$ cat config.mk
export PLATFORM = sky130hd
export DESIGN_NAME = preemptive_priority_scheduler_top
export DESIGN_NICKNAME = d
export VERILOG_FILES = /design/src/sv/pps_pkg.sv /design/src/sv/pps_table.sv /design/src/sv/preemptive_priority_scheduler_top.sv
export VERILOG_INCLUDE_DIRS = /design/src /design/src/sv
export SDC_FILE = /design/constraint.sdc
export NUM_CORES = 1
export LEC_CHECK = 0
export BUFFER_PORTS_ARGS = -buffer_cell sky130_fd_sc_hd__buf_2
export CAP_MARGIN = 20
export CORE_MARGIN = 3
export CORE_UTILIZATION = 60
export CTS_CLUSTER_DIAMETER = 80
export DETAILED_ROUTE_END_ITERATION = 12
export GPL_TIMING_DRIVEN = 0
export PLACE_DENSITY = 0.77
export SETUP_SLACK_MARGIN = 0.2
export SLEW_MARGIN = 10
export SYNTH_ARGS = -nofsm -noshare
export SYNTH_HDL_FRONTEND = slang
export SYNTH_SLANG_ARGS = --single-unit
$ cat constraint.sdc
create_clock -name clk -period 14.1 [get_ports clk]
set_input_delay 0.705 -clock clk [delete_from_list [all_inputs] [get_ports clk]]
set_output_delay 0.705 -clock clk [all_outputs]
set_load 0.1 [all_outputs]
$ cat src/sv/preemptive_priority_scheduler_top_assert.svh
// ----------------------------------------------------------------------------
// Preemptive priority scheduler assertion macros
// Shorthand for the concurrent checks at the end of the top level. Each macro
// expects clk and rst_n in scope and is disabled while reset is active.
// ----------------------------------------------------------------------------
`ifndef PREEMPTIVE_PRIORITY_SCHEDULER_TOP_ASSERT_SVH
`define PREEMPTIVE_PRIORITY_SCHEDULER_TOP_ASSERT_SVH

// The condition must hold at every clock edge outside reset.
`define PPS_ASSERT_ALWAYS(lbl, cond, msg) \
  lbl: assert property (@(posedge clk) disable iff (!rst_n) (cond)) \
    else $error(msg);

// The consequent must hold in the same cycle as the antecedent.
`define PPS_ASSERT_SAME(lbl, ante, cons, msg) \
  lbl: assert property (@(posedge clk) disable iff (!rst_n) (ante) |-> (cons)) \
    else $error(msg);

// The consequent must hold in the cycle after the antecedent.
`define PPS_ASSERT_NEXT(lbl, ante, cons, msg) \
  lbl: assert property (@(posedge clk) disable iff (!rst_n) (ante) |=> (cons)) \
    else $error(msg);

`endif

$ cat src/sv/pps_pkg.sv
// ----------------------------------------------------------------------------
// Preemptive priority scheduler package
// Request and result types, table entry layout and sequencer states.
// ----------------------------------------------------------------------------
package pps_pkg;

  // Request kinds.
  localparam logic KIND_LOAD = 1'b0;
  localparam logic KIND_TICK = 1'b1;

  // The time counter saturates here.
  localparam logic [15:0] TIME_MAX = 16'hFFFF;

  typedef struct packed {
    logic        kind;
    logic [15:0] arrival_time;
    logic [15:0] burst_length;
    logic [7:0]  priority_level;
  } in_req_t;

  typedef struct packed {
    logic [15:0] tick_time;
    logic        idle;
    logic [3:0]  running_slot;
    logic        switched;
    logic        finished;
    logic [15:0] finish_time;
    logic [15:0] turnaround;
    logic [15:0] waiting;
    logic        all_done;
  } out_res_t;

  // One process as held in the table memory.
  typedef struct packed {
    logic [15:0] arrival;
    logic [15:0] burst;
    logic [15:0] remaining;
    logic [7:0]  prio;
  } entry_t;

  typedef enum logic [1:0] {
    ST_IDLE,
    ST_SCAN,
    ST_CALC,
    ST_COMMIT
  } pps_state_t;

  // What ran on the previous tick.
  typedef enum logic [1:0] {
    PREV_NONE,
    PREV_IDLE,
    PREV_SLOT
  } prev_kind_t;

endpackage

$ cat src/sv/pps_table.sv
// ----------------------------------------------------------------------------
// Process table memory
// One write port and one read port with registered read data.
// ----------------------------------------------------------------------------
module pps_table #(
  parameter int DEPTH = 16,
  parameter int AW    = 4
) (
  input  logic             clk,
  input  logic             wr_en,
  input  logic [AW-1:0]    wr_addr,
  input  pps_pkg::entry_t  wr_data,
  input  logic [AW-1:0]    rd_addr,
  output pps_pkg::entry_t  rd_data
);
  import pps_pkg::*;

  entry_t mem [DEPTH];
  entry_t rd_data_r;

  always_ff @(posedge clk) begin
    if (wr_en) begin
      mem[wr_addr] <= wr_data;
    end
  end

  always_ff @(posedge clk) begin
    rd_data_r <= mem[rd_addr];
  end

  assign rd_data = rd_data_r;

endmodule

$ cat src/sv/preemptive_priority_scheduler_top.sv
// ----------------------------------------------------------------------------
// Preemptive priority scheduler
// Tick-driven scheduler that holds a table of processes and on every tick
// runs the ready process with the lowest priority number.
// ----------------------------------------------------------------------------
//
//   Channel  Ports                         Direction  Moves
//   input    in_valid, in_stall, in_req    in         load or tick request
//   output   out_valid, out_stall, out_res out        one result per tick
//
// A load request gives no result. A tick request is accepted, then reads
// the table once per loaded slot, waits out the read latency, sees the last
// read drain, forms the turnaround and commits. The single read port of the
// process table makes the slots be read one after another.
// Reset clears the counts, the time and the sequencer; the table itself is
// never cleared, since only slots below the loaded count are read.
// in_stall is high while a tick is being worked on. A finished result waits
// in the output register while the next request is taken; a tick only stalls
// at its commit step while the previous result is still held.
module preemptive_priority_scheduler_top #(
  parameter int MAX_PROCESSES = 16
) (
  input  logic               clk,
  input  logic               rst_n,
  input  logic               in_valid,
  output logic               in_stall,
  input  pps_pkg::in_req_t   in_req,
  output logic               out_valid,
  input  logic               out_stall,
  output pps_pkg::out_res_t  out_res
);
  import pps_pkg::*;

  // Counts must hold MAX_PROCESSES itself; slot indices need one less.
  localparam int CW = $clog2(MAX_PROCESSES + 1);
  localparam int IW = (MAX_PROCESSES > 1) ? $clog2(MAX_PROCESSES) : 1;
  localparam logic [CW-1:0] MAX_CNT = CW'(MAX_PROCESSES);

  pps_state_t       state_r, state_nxt;
  logic [CW-1:0]    loaded_r, loaded_nxt;
  logic [CW-1:0]    completed_r, completed_nxt;
  logic [15:0]      time_r, time_nxt;
  prev_kind_t       prev_kind_r, prev_kind_nxt;
  logic [IW-1:0]    prev_slot_r, prev_slot_nxt;

  logic [CW-1:0]    scan_idx_r, scan_idx_nxt;
  logic             rd_vld_r, rd_vld_nxt;
  logic [IW-1:0]    rd_slot_r, rd_slot_nxt;
  logic             found_r, found_nxt;
  logic [IW-1:0]    best_slot_r, best_slot_nxt;
  entry_t           best_ent_r, best_ent_nxt;
  logic [15:0]      tat_r, tat_nxt;

  logic             out_valid_r, out_valid_nxt;
  out_res_t         out_res_r, out_res_nxt;

  logic             wr_en;
  logic [IW-1:0]    wr_addr;
  entry_t           wr_data;
  entry_t           rd_data;

  logic             in_fire;
  logic             out_free;
  logic             clr;
  logic [CW-1:0]    base_loaded;
  logic [CW-1:0]    base_completed;
  logic [15:0]      time_inc;
  logic [15:0]      rem_dec;
  logic             fin;
  logic             same_run;
  logic [CW-1:0]    done_cnt;

  pps_table #(
    .DEPTH (MAX_PROCESSES),
    .AW    (IW)
  ) u_table (
    .clk     (clk),
    .wr_en   (wr_en),
    .wr_addr (wr_addr),
    .wr_data (wr_data),
    .rd_addr (scan_idx_r[IW-1:0]),
    .rd_data (rd_data)
  );

  assign in_stall  = (state_r != ST_IDLE);
  assign in_fire   = in_valid && !in_stall;
  assign out_free  = !out_valid_r || !out_stall;
  assign out_valid = out_valid_r;
  assign out_res   = out_res_r;

  // A load that finds every loaded process finished starts a fresh table.
  assign clr            = (completed_r == loaded_r);
  assign base_loaded    = clr ? '0 : loaded_r;
  assign base_completed = clr ? '0 : completed_r;

  assign time_inc = (time_r == TIME_MAX) ? TIME_MAX : time_r + 16'd1;
  assign rem_dec  = best_ent_r.remaining - 16'd1;
  assign fin      = found_r && (rem_dec == 16'd0);
  assign done_cnt = completed_r + (fin ? CW'(1) : CW'(0));
  assign same_run = found_r ? (prev_kind_r == PREV_SLOT && prev_slot_r == best_slot_r)
                            : (prev_kind_r == PREV_IDLE);

  always_ff @(posedge clk) begin
    if (!rst_n) begin
      state_r     <= ST_IDLE;
      loaded_r    <= '0;
      completed_r <= '0;
      time_r      <= '0;
      prev_kind_r <= PREV_NONE;
      rd_vld_r    <= 1'b0;
      out_valid_r <= 1'b0;
    end else begin
      state_r     <= state_nxt;
      loaded_r    <= loaded_nxt;
      completed_r <= completed_nxt;
      time_r      <= time_nxt;
      prev_kind_r <= prev_kind_nxt;
      rd_vld_r    <= rd_vld_nxt;
      out_valid_r <= out_valid_nxt;
    end
  end

  always_ff @(posedge clk) begin
    prev_slot_r <= prev_slot_nxt;
    scan_idx_r  <= scan_idx_nxt;
    rd_slot_r   <= rd_slot_nxt;
    found_r     <= found_nxt;
    best_slot_r <= best_slot_nxt;
    best_ent_r  <= best_ent_nxt;
    tat_r       <= tat_nxt;
    out_res_r   <= out_res_nxt;
  end

  always_comb begin
    state_nxt     = state_r;
    loaded_nxt    = loaded_r;
    completed_nxt = completed_r;
    time_nxt      = time_r;
    prev_kind_nxt = prev_kind_r;
    prev_slot_nxt = prev_slot_r;
    scan_idx_nxt  = scan_idx_r;
    rd_vld_nxt    = 1'b0;
    rd_slot_nxt   = rd_slot_r;
    found_nxt     = found_r;
    best_slot_nxt = best_slot_r;
    best_ent_nxt  = best_ent_r;
    tat_nxt       = tat_r;
    out_valid_nxt = out_valid_r && out_stall;
    out_res_nxt   = out_res_r;
    wr_en         = 1'b0;
    wr_addr       = best_slot_r;
    wr_data       = best_ent_r;

    unique case (state_r)
      ST_IDLE: begin
        if (in_fire) begin
          if (in_req.kind == KIND_LOAD) begin
            if (clr) begin
              time_nxt      = '0;
              prev_kind_nxt = PREV_NONE;
            end
            loaded_nxt    = base_loaded;
            completed_nxt = base_completed;
            // A full table ignores the load.
            if (base_loaded < MAX_CNT) begin
              wr_en             = 1'b1;
              wr_addr           = base_loaded[IW-1:0];
              wr_data.arrival   = in_req.arrival_time;
              wr_data.burst     = in_req.burst_length;
              wr_data.remaining = in_req.burst_length;
              wr_data.prio      = in_req.priority_level;
              loaded_nxt        = base_loaded + CW'(1);
              if (in_req.burst_length == 16'd0) begin
                completed_nxt = base_completed + CW'(1);
              end
            end
          end else begin
            scan_idx_nxt = '0;
            found_nxt    = 1'b0;
            state_nxt    = ST_SCAN;
          end
        end
      end

      ST_SCAN: begin
        // Issue one read per cycle; judge the entry read the cycle before.
        if (scan_idx_r < loaded_r) begin
          rd_vld_nxt   = 1'b1;
          rd_slot_nxt  = scan_idx_r[IW-1:0];
          scan_idx_nxt = scan_idx_r + CW'(1);
        end else if (!rd_vld_r) begin
          state_nxt = ST_CALC;
        end
        if (rd_vld_r && rd_data.arrival <= time_r && rd_data.remaining != 16'd0 &&
            (!found_r || rd_data.prio < best_ent_r.prio)) begin
          found_nxt     = 1'b1;
          best_slot_nxt = rd_slot_r;
          best_ent_nxt  = rd_data;
        end
      end

      ST_CALC: begin
        tat_nxt   = time_inc - best_ent_r.arrival;
        state_nxt = ST_COMMIT;
      end

      ST_COMMIT: begin
        if (out_free) begin
          out_valid_nxt            = 1'b1;
          out_res_nxt.tick_time    = time_r;
          out_res_nxt.idle         = !found_r;
          out_res_nxt.running_slot = found_r ? 4'(best_slot_r) : 4'd0;
          out_res_nxt.switched     = !same_run;
          out_res_nxt.finished     = fin;
          out_res_nxt.finish_time  = fin ? time_inc : 16'd0;
          out_res_nxt.turnaround   = fin ? tat_r : 16'd0;
          out_res_nxt.waiting      = (fin && tat_r >= best_ent_r.burst) ?
                                     tat_r - best_ent_r.burst : 16'd0;
          out_res_nxt.all_done     = (done_cnt == loaded_r);

          time_nxt      = time_inc;
          completed_nxt = done_cnt;
          prev_kind_nxt = found_r ? PREV_SLOT : PREV_IDLE;
          prev_slot_nxt = best_slot_r;
          if (found_r) begin
            wr_en             = 1'b1;
            wr_addr           = best_slot_r;
            wr_data.remaining = rem_dec;
          end
          state_nxt = ST_IDLE;
        end
      end

      default: begin
        state_nxt = ST_IDLE;
      end
    endcase
  end

  // Checks on the scheduler's own bookkeeping.
  `include "preemptive_priority_scheduler_top_assert.svh"

  `PPS_ASSERT_ALWAYS(a_counts_ordered, completed_r <= loaded_r && loaded_r <= MAX_CNT, "completed count exceeds loaded count or table size")
  `PPS_ASSERT_SAME(a_read_in_range, rd_vld_r, CW'(rd_slot_r) < loaded_r, "table read beyond loaded slots")
  `PPS_ASSERT_NEXT(a_commit_shows, state_r == ST_COMMIT && out_free, out_valid_r && state_r == ST_IDLE, "tick commit did not present a result")
  `PPS_ASSERT_SAME(a_finish_not_idle, out_valid_r, !(out_res_r.finished && out_res_r.idle), "idle result reports a finished process")

endmodule

==> results of run 1 <==
==> power by group <==
part	internal [mW]	switching [mW]	leakage [nW]	total, mW
clock network	1.86	1.29	1.92	3.16
logic	1.11	1.53	5.49	2.65
registers	4.16	0.111	10.3	4.27
total	7.13	2.93	17.8	10.1
==> state kept, by name, summed over array words and instances (netlist names), 5 cells and up <==
signal,count
scan_idx_r,5
u_table.rd_data,56
best_ent_r,56
u_table.mem,896
out_res,72
tat_r,16
time_r,16
loaded_r,5
completed_r,5
==> cell usage in the layout (no fill, tap or decap), types with 31 or more instances in the layout <==
| cell | count |
|---|---|
| dfxtp_1 | 88 |
| nor2_1 | 51 |
| clkbuf_16 | 112 |
| o21ai_0 | 50 |
| clkbuf_1 | 73 |
| nand2_1 | 120 |
| a21oi_1 | 37 |
| buf_12 | 35 |
| mux4_2 | 280 |
| inv_1 | 77 |
| edfxtp_1 | 1058 |
| buf_2 | 163 |
| nor2b_1 | 31 |
| and2_1 | 49 |
| ha_1 | 70 |
| xnor2_1 | 41 |
==> cells by family (layout without fill, tap and decap cells) <==
group           after synthesis  count (layout)
fa+ha+maj                    72              72
mux                         284             284
flops                      1146            1146
compound gates              245             245
other cells                   0               1
buf+inv                     177             609
xor+xnor                     62              62
simple gates                385             385
==> path summary, 6_finish.rpt <==
path / startpoint / endpoint / slack [ns] / cells after the start
max reg2reg: time_r[0]$_SDFFE_PN0P_ / tat_r[14]$_DFFE_PP_ / 9.78 / 16
min: out_stall / out_valid$_SDFF_PN0_ / 0.40 / 3
max: time_r[0]$_SDFFE_PN0P_ / tat_r[14]$_DFFE_PP_ / 9.78 / 16
min reg2reg: u_table.rd_data[32]$_DFF_P_ / best_ent_r[32]$_DFFE_PP_ / 0.40 / 0
==> worst max-delay path, stage by stage, from the launching register on <==
cell and delay, ns:
dfxtp_1 0.42, ha_1 0.31, and3_1 0.26, nand3b_1 0.21
clkbuf_1 0.42, nand2_1 0.17, inv_1 0.10, ha_1 0.17
inv_1 0.07, fa_1 0.43, a21o_1 0.19, a21oi_1 0.22
nor2_1 0.10, o22a_1 0.23, or3_1 0.34, a31oi_1 0.21
xnor2_1 0.24
==> metal layers <==
layer	share of wire, %	GRT usage (%)	vias up
li1	-	-	10240
met1	36	40.57	12880
met2	49	49.64	1792
met3	11	6.508	358
met4	4.6	13.91	2
met5	0.0093	0	-
==> cell type report <==
type	instances	area share, %
antenna	1	0.004717
buffer	99	0.8491
clock buffer	141	5.715
clock inverter	72	1.717
inverter	78	0.5519
multi-input combinational	1048	21.66
sequential	1146	63.21
tap	969	2.285
timing repair buffer	219	4.007
==> per-stage QoR <==
stage	hold slack, ns	utilization [%]
floorplan	0.3855	-
global placement	0.3866	63.30
detailed placement	0.3887	65.25
CTS	0.3604	70.51
global route	0.4085	70.78
finish	0.3996	70.78
==> results summary, run 1 <==
For the worst setup path, the data arrival time is approximately 4.8 ns. The design area is ~53,000 sq um. For this configuration, the core starts out at a cell density of between 60 and 70%. The post-route clock period utilization came out at a little under a third. The fraction of the yosys area taken by sequential cells is around three quarters.

The TritonCTS clock tree is yes. The via count of the first global-routing pass came to roughly 26,000. The average size of a mapped cell is 19.25 sq um. In the final layout, the share of cells above drive strength 1 is 26.86%. The cell sitting at the root of the clock tree is a clkbuf_16. After Yosys synthesis, and, or, nand and nor cells account for between 4 and 5% of the synthesized area.

Global routing finished with a remaining overflow of 0. The arithmetic-cell share of the synthesized area counting full adders, half adders and majority gates is about 2%. The share of async-settable or async-resettable flops after synthesis came out at 0%. The leading register cell type out of synthesis is edfxtp_1. The worst slew slack as a fraction of its limit is 22.46%. The count of max-cap constraint violations is 0. Summed over all failing endpoints, the final setup total negative slack is 0 ns. The horizontal die dimension is ~280 microns.

The footprint of the flip-flops and latches came out at ~34,000 sq um. Along the worst path, the maximum fanout reaches 10. The cell row count came out at 100. The number of fill cells in the layout came out at 4,312. The flow ran to the end, and the final reports show no timing, DRC or antenna violations.

The number of gates resized after cts came out at 0. The time the final worst path needs with I/O delays and setup came out at about 4.3 ns. The average detailed-routed wire length per instance came out at between 30 and 40 microns.

The required time of the critical path came out at 14.55 ns. Leaving out filler cells and counting taps, the final layout contains about 3,800. Entering global routing, the biggest net connects 37 pins. Sorting the synthesized cells by area gives the leading types as edfxtp_1 70%, mux4_2 14%, dfxtp_1 3.9%, ha_1 1.9%, nand2_1 0.99%. Summing over every cut layer, the via total after detailed routing is about 25,000. Setup violations remaining at the end of the flow were counted as 0. The design draws just over 10 mW. Once the clock tree was built, the setup fixing pass inserted 0 buffers. The H-tree was split into 3 levels. The wire length of the first global-routing pass is 172,300 microns. Measured against the total synthesized area, the mux share comes to between 10% and 20%. The number of remaining DRC errors is 0. Of the total synthesized cell area, the portion taken by XOR and XNOR cells is about 1.2%. Based on the critical path, the design can be clocked at up to 0.2313 GHz.

The area used by multi-input combinational logic is roughly 11,000 sq um. The synthesized design spends more area on one cell type than any other, namely edfxtp_1. The number of clock buffers inserted by TritonCTS came out at around 110. The setup slack of the critical path after layout came out at between 9 and 10 ns. After the first detailed-routing iteration, the DRC count stood at about 3,100.

The most instantiated library cell after synthesis is edfxtp_1. The number of hold violations in the final report came out at 0. Clock-pin slew was measured on the worst setup and hold paths at ~0.060 ns. In this run, synthesis produced a sequential element count of ~1,100. The number of enable-type register cells in the synthesized netlist came out at roughly 1,100. The path class of the tightest hold or removal check is input port to flop. The slew at the pin closest to its max-slew limit came out at about 1.2 ns. The layout overhead on the synthesized area came out at 16.25%. Setup repair after global routing left no endpoint under its margin. The type of element launching the critical path is a flop. The number of pins exceeding their max-slew limit in the final report is 0. The number of nets in the layout is about 2,800. The cell area after synthesis came out at 45,640 sq um.

The remaining number of nets flagged by the antenna check after routing is 0. The complex-gate fraction of the synthesized area is around 3.5%. The congestion estimate from routability-driven global placement came to slightly above 0.9.

Between clock sinks in the finished design, the worst skew comes to 0.02276 ns. For the worst-skew pair, the clock arrives at the later sink with an insertion delay of a little under 0.7 ns. The total number of clock tree sinks came out at around 1,100. The main combinational cell family by area after synthesis is multiplexers.

During placement, the flow inserted port buffers numbering 118. The number of vias per cell is roughly 6.7. The area after detailed placement came out at 48,900 sq um. Buffers inserted to repair hold after CTS numbered 0.

The global-route total usage across every layer is slightly above 30%. The area of the die is 79,400 sq um. The first TritonRoute pass finished after 5 iterations.

By count the netlist is led by 1,058 x edfxtp_1, 280 x mux4_2, 120 x nand2_1. The die outline height came out at between 200 and 300 microns. The number of warnings reported in the yosys synthesis log is 0. The area fraction of the dominant cell type after synthesis came out at between 60% and 70%. The critical path is of the flop to flop type. Counting tap cells, the placed design contains a total of roughly 3,500 instances. The worst setup timing slack at the placement stage is ~10 ns.

The number of antenna violations at the first check in global routing came to 2. The buffer depth of the longest clock path came out at 3. The I/O pin total came out at about 120.

The netlist uses 65 different library cells. The worst setup path is captured at a flop. The static power due to leakage came out at around 18 nW. The detailed-route wire length came out at 118,400 microns. IR analysis of the VDD net gives a maximum drop of 0.0001199 V. For this design the ratio of total power to cell area is approximately 190 nW/um^2. The wire-length estimate of the detail-placed layout is approximately 74,000 microns. The total nets after synthesis came out at between 2,000 and 2,500. The placeable core region is roughly 75,000 sq um. In the synthesized netlist, the number of instances is approximately 2,400.
(Power assumes the default switching activity.)
==> inputs of run 2 (changes only) <==
- ABC_AREA: not set -> 1
- CORE_UTILIZATION: 60 -> 56
- PLACE_DENSITY: 0.77 -> 0.75
- clock period: 14.1 -> 3.8 ns (I/O delays scaled with it)
==> results summary, run 2 <==
The run finished with clean final reports. The worst slew slack as a fraction of its limit came out at between 10 and 15%. STA classifies the critical path endpoint as a flop. The number of nets in the layout is 4,154. The library cell used most frequently in the layout, excluding fill and tap cells, is edfxtp_1. The initial cell density of the core is approximately 57%.

After floorplanning, the core was divided into 105 placement rows. The fraction of the yosys area taken by sequential cells came out at between 70 and 80%. The number of antenna violations at the first check in global routing came out at 5. The footprint of the flip-flops and latches came out at 33,530 sq um. The number of different library cells in the post-synthesis netlist is 49.

The synthesized design contains roughly 1,100 enable-type register cells. The wire-length estimate of the detail-placed layout is 92,330 microns. The number of cells on the worst hold path is 3. The via count of the first global-routing pass is just over 30,000.

The design area is 54,370 sq um. The buffer depth of the longest clock path came out at 3. The type of element launching the critical path is a flop. Across the routed clock network, the largest skew measured is approximately 0.024 ns.

The critical path is of the flop to flop type. The fmax came out at roughly 0.28 GHz. The most instantiated library cell after synthesis is edfxtp_1. The number of vias per cell came out at slightly above 6. The die is 295.3 microns tall. The H-tree was split into 3 levels. The placeable core region came out at a little over 80,000 sq um. The number of warnings reported in the yosys synthesis log is 0.

Yosys attributes the largest share of cell area to edfxtp_1 68%, nor2_1 5.1%, dfxtp_1 3.8%, o21ai_0 3.3%, nand2_1 3.0%. Across the VDD grid, the largest voltage drop is 0.0004847 V. The area used by multi-input combinational logic is about 12,000 sq um. The largest register by flop count is u_table.mem. The post-layout instance count excluding filler cells is approximately 5,200. The congestion estimate from routability-driven global placement came to 0.9151. The layout overhead on the synthesized area is 16.00%. The I/O pin total is between 100 and 150. Summed over all layers, the global routing overflow is 0. Entering global routing, the biggest net connects 35 pins. The wire length of the first global-routing pass came out at 194,400 microns.

The starting DRC count in detailed routing came out at between 3,000 and 4,000. The global-route total usage across every layer is between 30% and 40%. The top cell types in the final layout, fill and taps aside, are 1,058 x edfxtp_1, 625 x nor2_1, 373 x nand2_1. Data on the critical path arrives at its endpoint at 3.97 ns. The logic depth of the worst register-to-register path is 14.

The number of hold violations in the final report came out at 0. The path with the worst hold slack has its endpoint at u_table.mem[15][52]$_DFFE_PP_. The total nets after synthesis came out at between 3,000 and 4,000.

The commonest cells after synthesis are 1,058 x edfxtp_1, 642 x nor2_1, 375 x nand2_1. The final-report setup violation count came out at 0. Summing all placed instances gives a cell area of between 50,000 and 60,000 sq um. Setup repair after global routing could not meet its margin everywhere.

The area fraction of the dominant cell type after synthesis came out at 67.78%. The first-pass detailed-route iteration total is 8. The most used flip-flop cell after synthesis is edfxtp_1.

The buffer type at the clock tree root is clkbuf_16. The share of the core filled with cells came out at between 60 and 70%. The register with the most flip-flops in the layout has 896 of them.

The average detailed-routed wire length per instance came out at 25.75 microns. The total number of clock tree sinks is between 1,000 and 1,500. Across all layers, the routed design uses 32,360 vias. The detailed-route wire length is 133,900 microns. In this run the most critical hold path is launched from in_req[36]. The number of clock buffers inserted by TritonCTS is ~110. The average size of a mapped cell came out at approximately 13 sq um. During placement, the flow inserted port buffers numbering 118. Counting the fill cells in the layout gives about 5,700. The area of the die came out at between 80,000 and 90,000 sq um. The remaining number of nets flagged by the antenna check after routing came out at 0. The clock input transition at the sequential cells of the worst setup and hold paths came out at ~0.07 ns. The post-synthesis register bit count came out at between 1,000 and 1,500. The endpoint identified for the worst register-to-register timing path is u_table.mem[0][54]$_DFFE_PP_.

The time the final worst path needs with I/O delays and setup is between 3 and 4 ns. The slew at the pin closest to its max-slew limit came out at roughly 1.3 ns. Across the run, the number of max-cap violations was 0. The peak fanout along the critical path came out at 17. The horizontal die dimension came out at between 200 and 300 microns. The cell taking the most area after synthesis is edfxtp_1. The later-pin clock latency in the skew report came out at 0.68 ns.

The class of the tightest hold or removal check is input port to flop. The required time of the critical path came out at about 4.2 ns. The share of async-settable or async-resettable flops after synthesis came out at 0%. The static power due to leakage is 19.05 nW. In this run the power density over the cells is approximately 760 nW/um^2. The internal reg-to-reg setup slack is around 0.24 ns.

The worst hold slack across all endpoints came out at 0.05610 ns. The reg-to-reg startpoint is state_r[0]$_SDFFE_PN0P_. The number of pins exceeding their max-slew limit in the final report came out at 0.

TritonCTS built the clock tree. The number of placed instances, taps included is 4,943. Synthesis handed over a netlist of around 3,700 instances. Of the cells placed in the final design, the portion with a size suffix greater than 1 is 12.62%. After layout, the worst path uses slightly above 90% of the clock period. After routing, the total negative slack on setup checks comes to 0 ns. The cell area after synthesis came out at between 40,000 and 50,000 sq um.

The number of remaining DRC errors is 0.
-- run 2: changes by cell type in the layout (fill, tap and decap cells not counted), moves of 89 or more --
| cell | change |
|---|---|
| clkbuf_1 | +90 |
| inv_1 | +113 |
| mux2i_1 | +89 |
| mux4_2 | -280 |
| nand2_1 | +253 |
| nand3_1 | +116 |
| nor2_1 | +574 |
| o21ai_0 | +219 |
| o221ai_1 | +91 |
| o32ai_1 | +132 |
-- run 2: worst max path at each step --
stage                                       start                           end  slack (ns)  cells past startpoint
after global routing      state_r[0]$_SDFFE_PN0P_   u_table.mem[0][0]$_DFFE_PP_        0.14                     13
after global placement    state_r[1]$_SDFFE_PN0P_   u_table.mem[9][1]$_DFFE_PP_       -3.58                     12
after detailed placement  best_ent_r[8]$_DFFE_PP_          out_res[0]$_DFFE_PP_       -0.02                     16
final                     state_r[0]$_SDFFE_PN0P_  u_table.mem[0][54]$_DFFE_PP_        0.24                     14
after floorplan              out_valid$_SDFF_PN0_  u_table.mem[10][0]$_DFFE_PP_       -0.70                      7
after CTS                 state_r[0]$_SDFFE_PN0P_  u_table.mem[15][1]$_DFFE_PP_        0.21                     11
-- run 2: layer usage --
metal / GRT usage, % / part of all wire (%)
met3: 6.543 / 11
met4: 14.29 / 4.7
met5: 0 / 0.022
met2: 49.00 / 48
met1: 38.97 / 37
-- run 2: worst max-delay path: stages (launching register included) --
cell and delay [ns]:
dfxtp_1 0.34, inv_1 0.09, ha_1 0.39, nand2_1 0.09
nor2_1 0.28, inv_1 0.13, nor3_1 0.21, inv_1 0.11
o22ai_1 0.47, inv_1 0.17, nand2_1 0.35, nor2_4 0.10
buf_16 0.19, buf_16 0.17, buf_16 0.17
-- run 2: logic make-up after synthesis --
logic type	count (synthesis)	synth area share [%]
fa+ha+maj	72	1.954
mux	92	1.965
simple gates	1224	10.56
buf+inv	402	3.411
flops	1146	71.54
compound gates	700	9.639
xor+xnor	50	0.9343
-- run 2: metrics by stage --
step / setup slack [ns] / power, mW
CTS: 0.2070 / 40.82
global placement: -3.579 / 29.16
detailed placement: -0.01548 / 29.89
global route: 0.1371 / 42.66
floorplan: -0.6968 / 24.23
finish: 0.2433 / 41.33
-- run 2: report_power, final --
group,switching [mW],internal (mW)
Sequential,0.411,16.0
Clock,4.65,6.42
Combinational,10.4,3.47
-- run 2: what timing repair did --
| item | in CTS | in global routing |
|---|---|---|
| pin swaps | 11 | 6 |
| hold buffers | 7 | 0 |
| setup buffers | 22 | 19 |
| cloned | 0 | 0 |
| setup endpoints to repair | 335 | 648 |
| resized for setup | 4 | 26 |
| hold endpoints to repair | 38 | 0 |
-- run 2: cell type report --
cell class	count	area share [%]
multi-input cells	2138	22.12
plain buffers	199	1.542
flip-flops and latches	1146	61.68
well taps	1070	2.462
diodes	2	0.009205
clock buffers	147	5.652
inverters	203	1.411
clock inverters	55	1.109
repair buffers	240	4.016
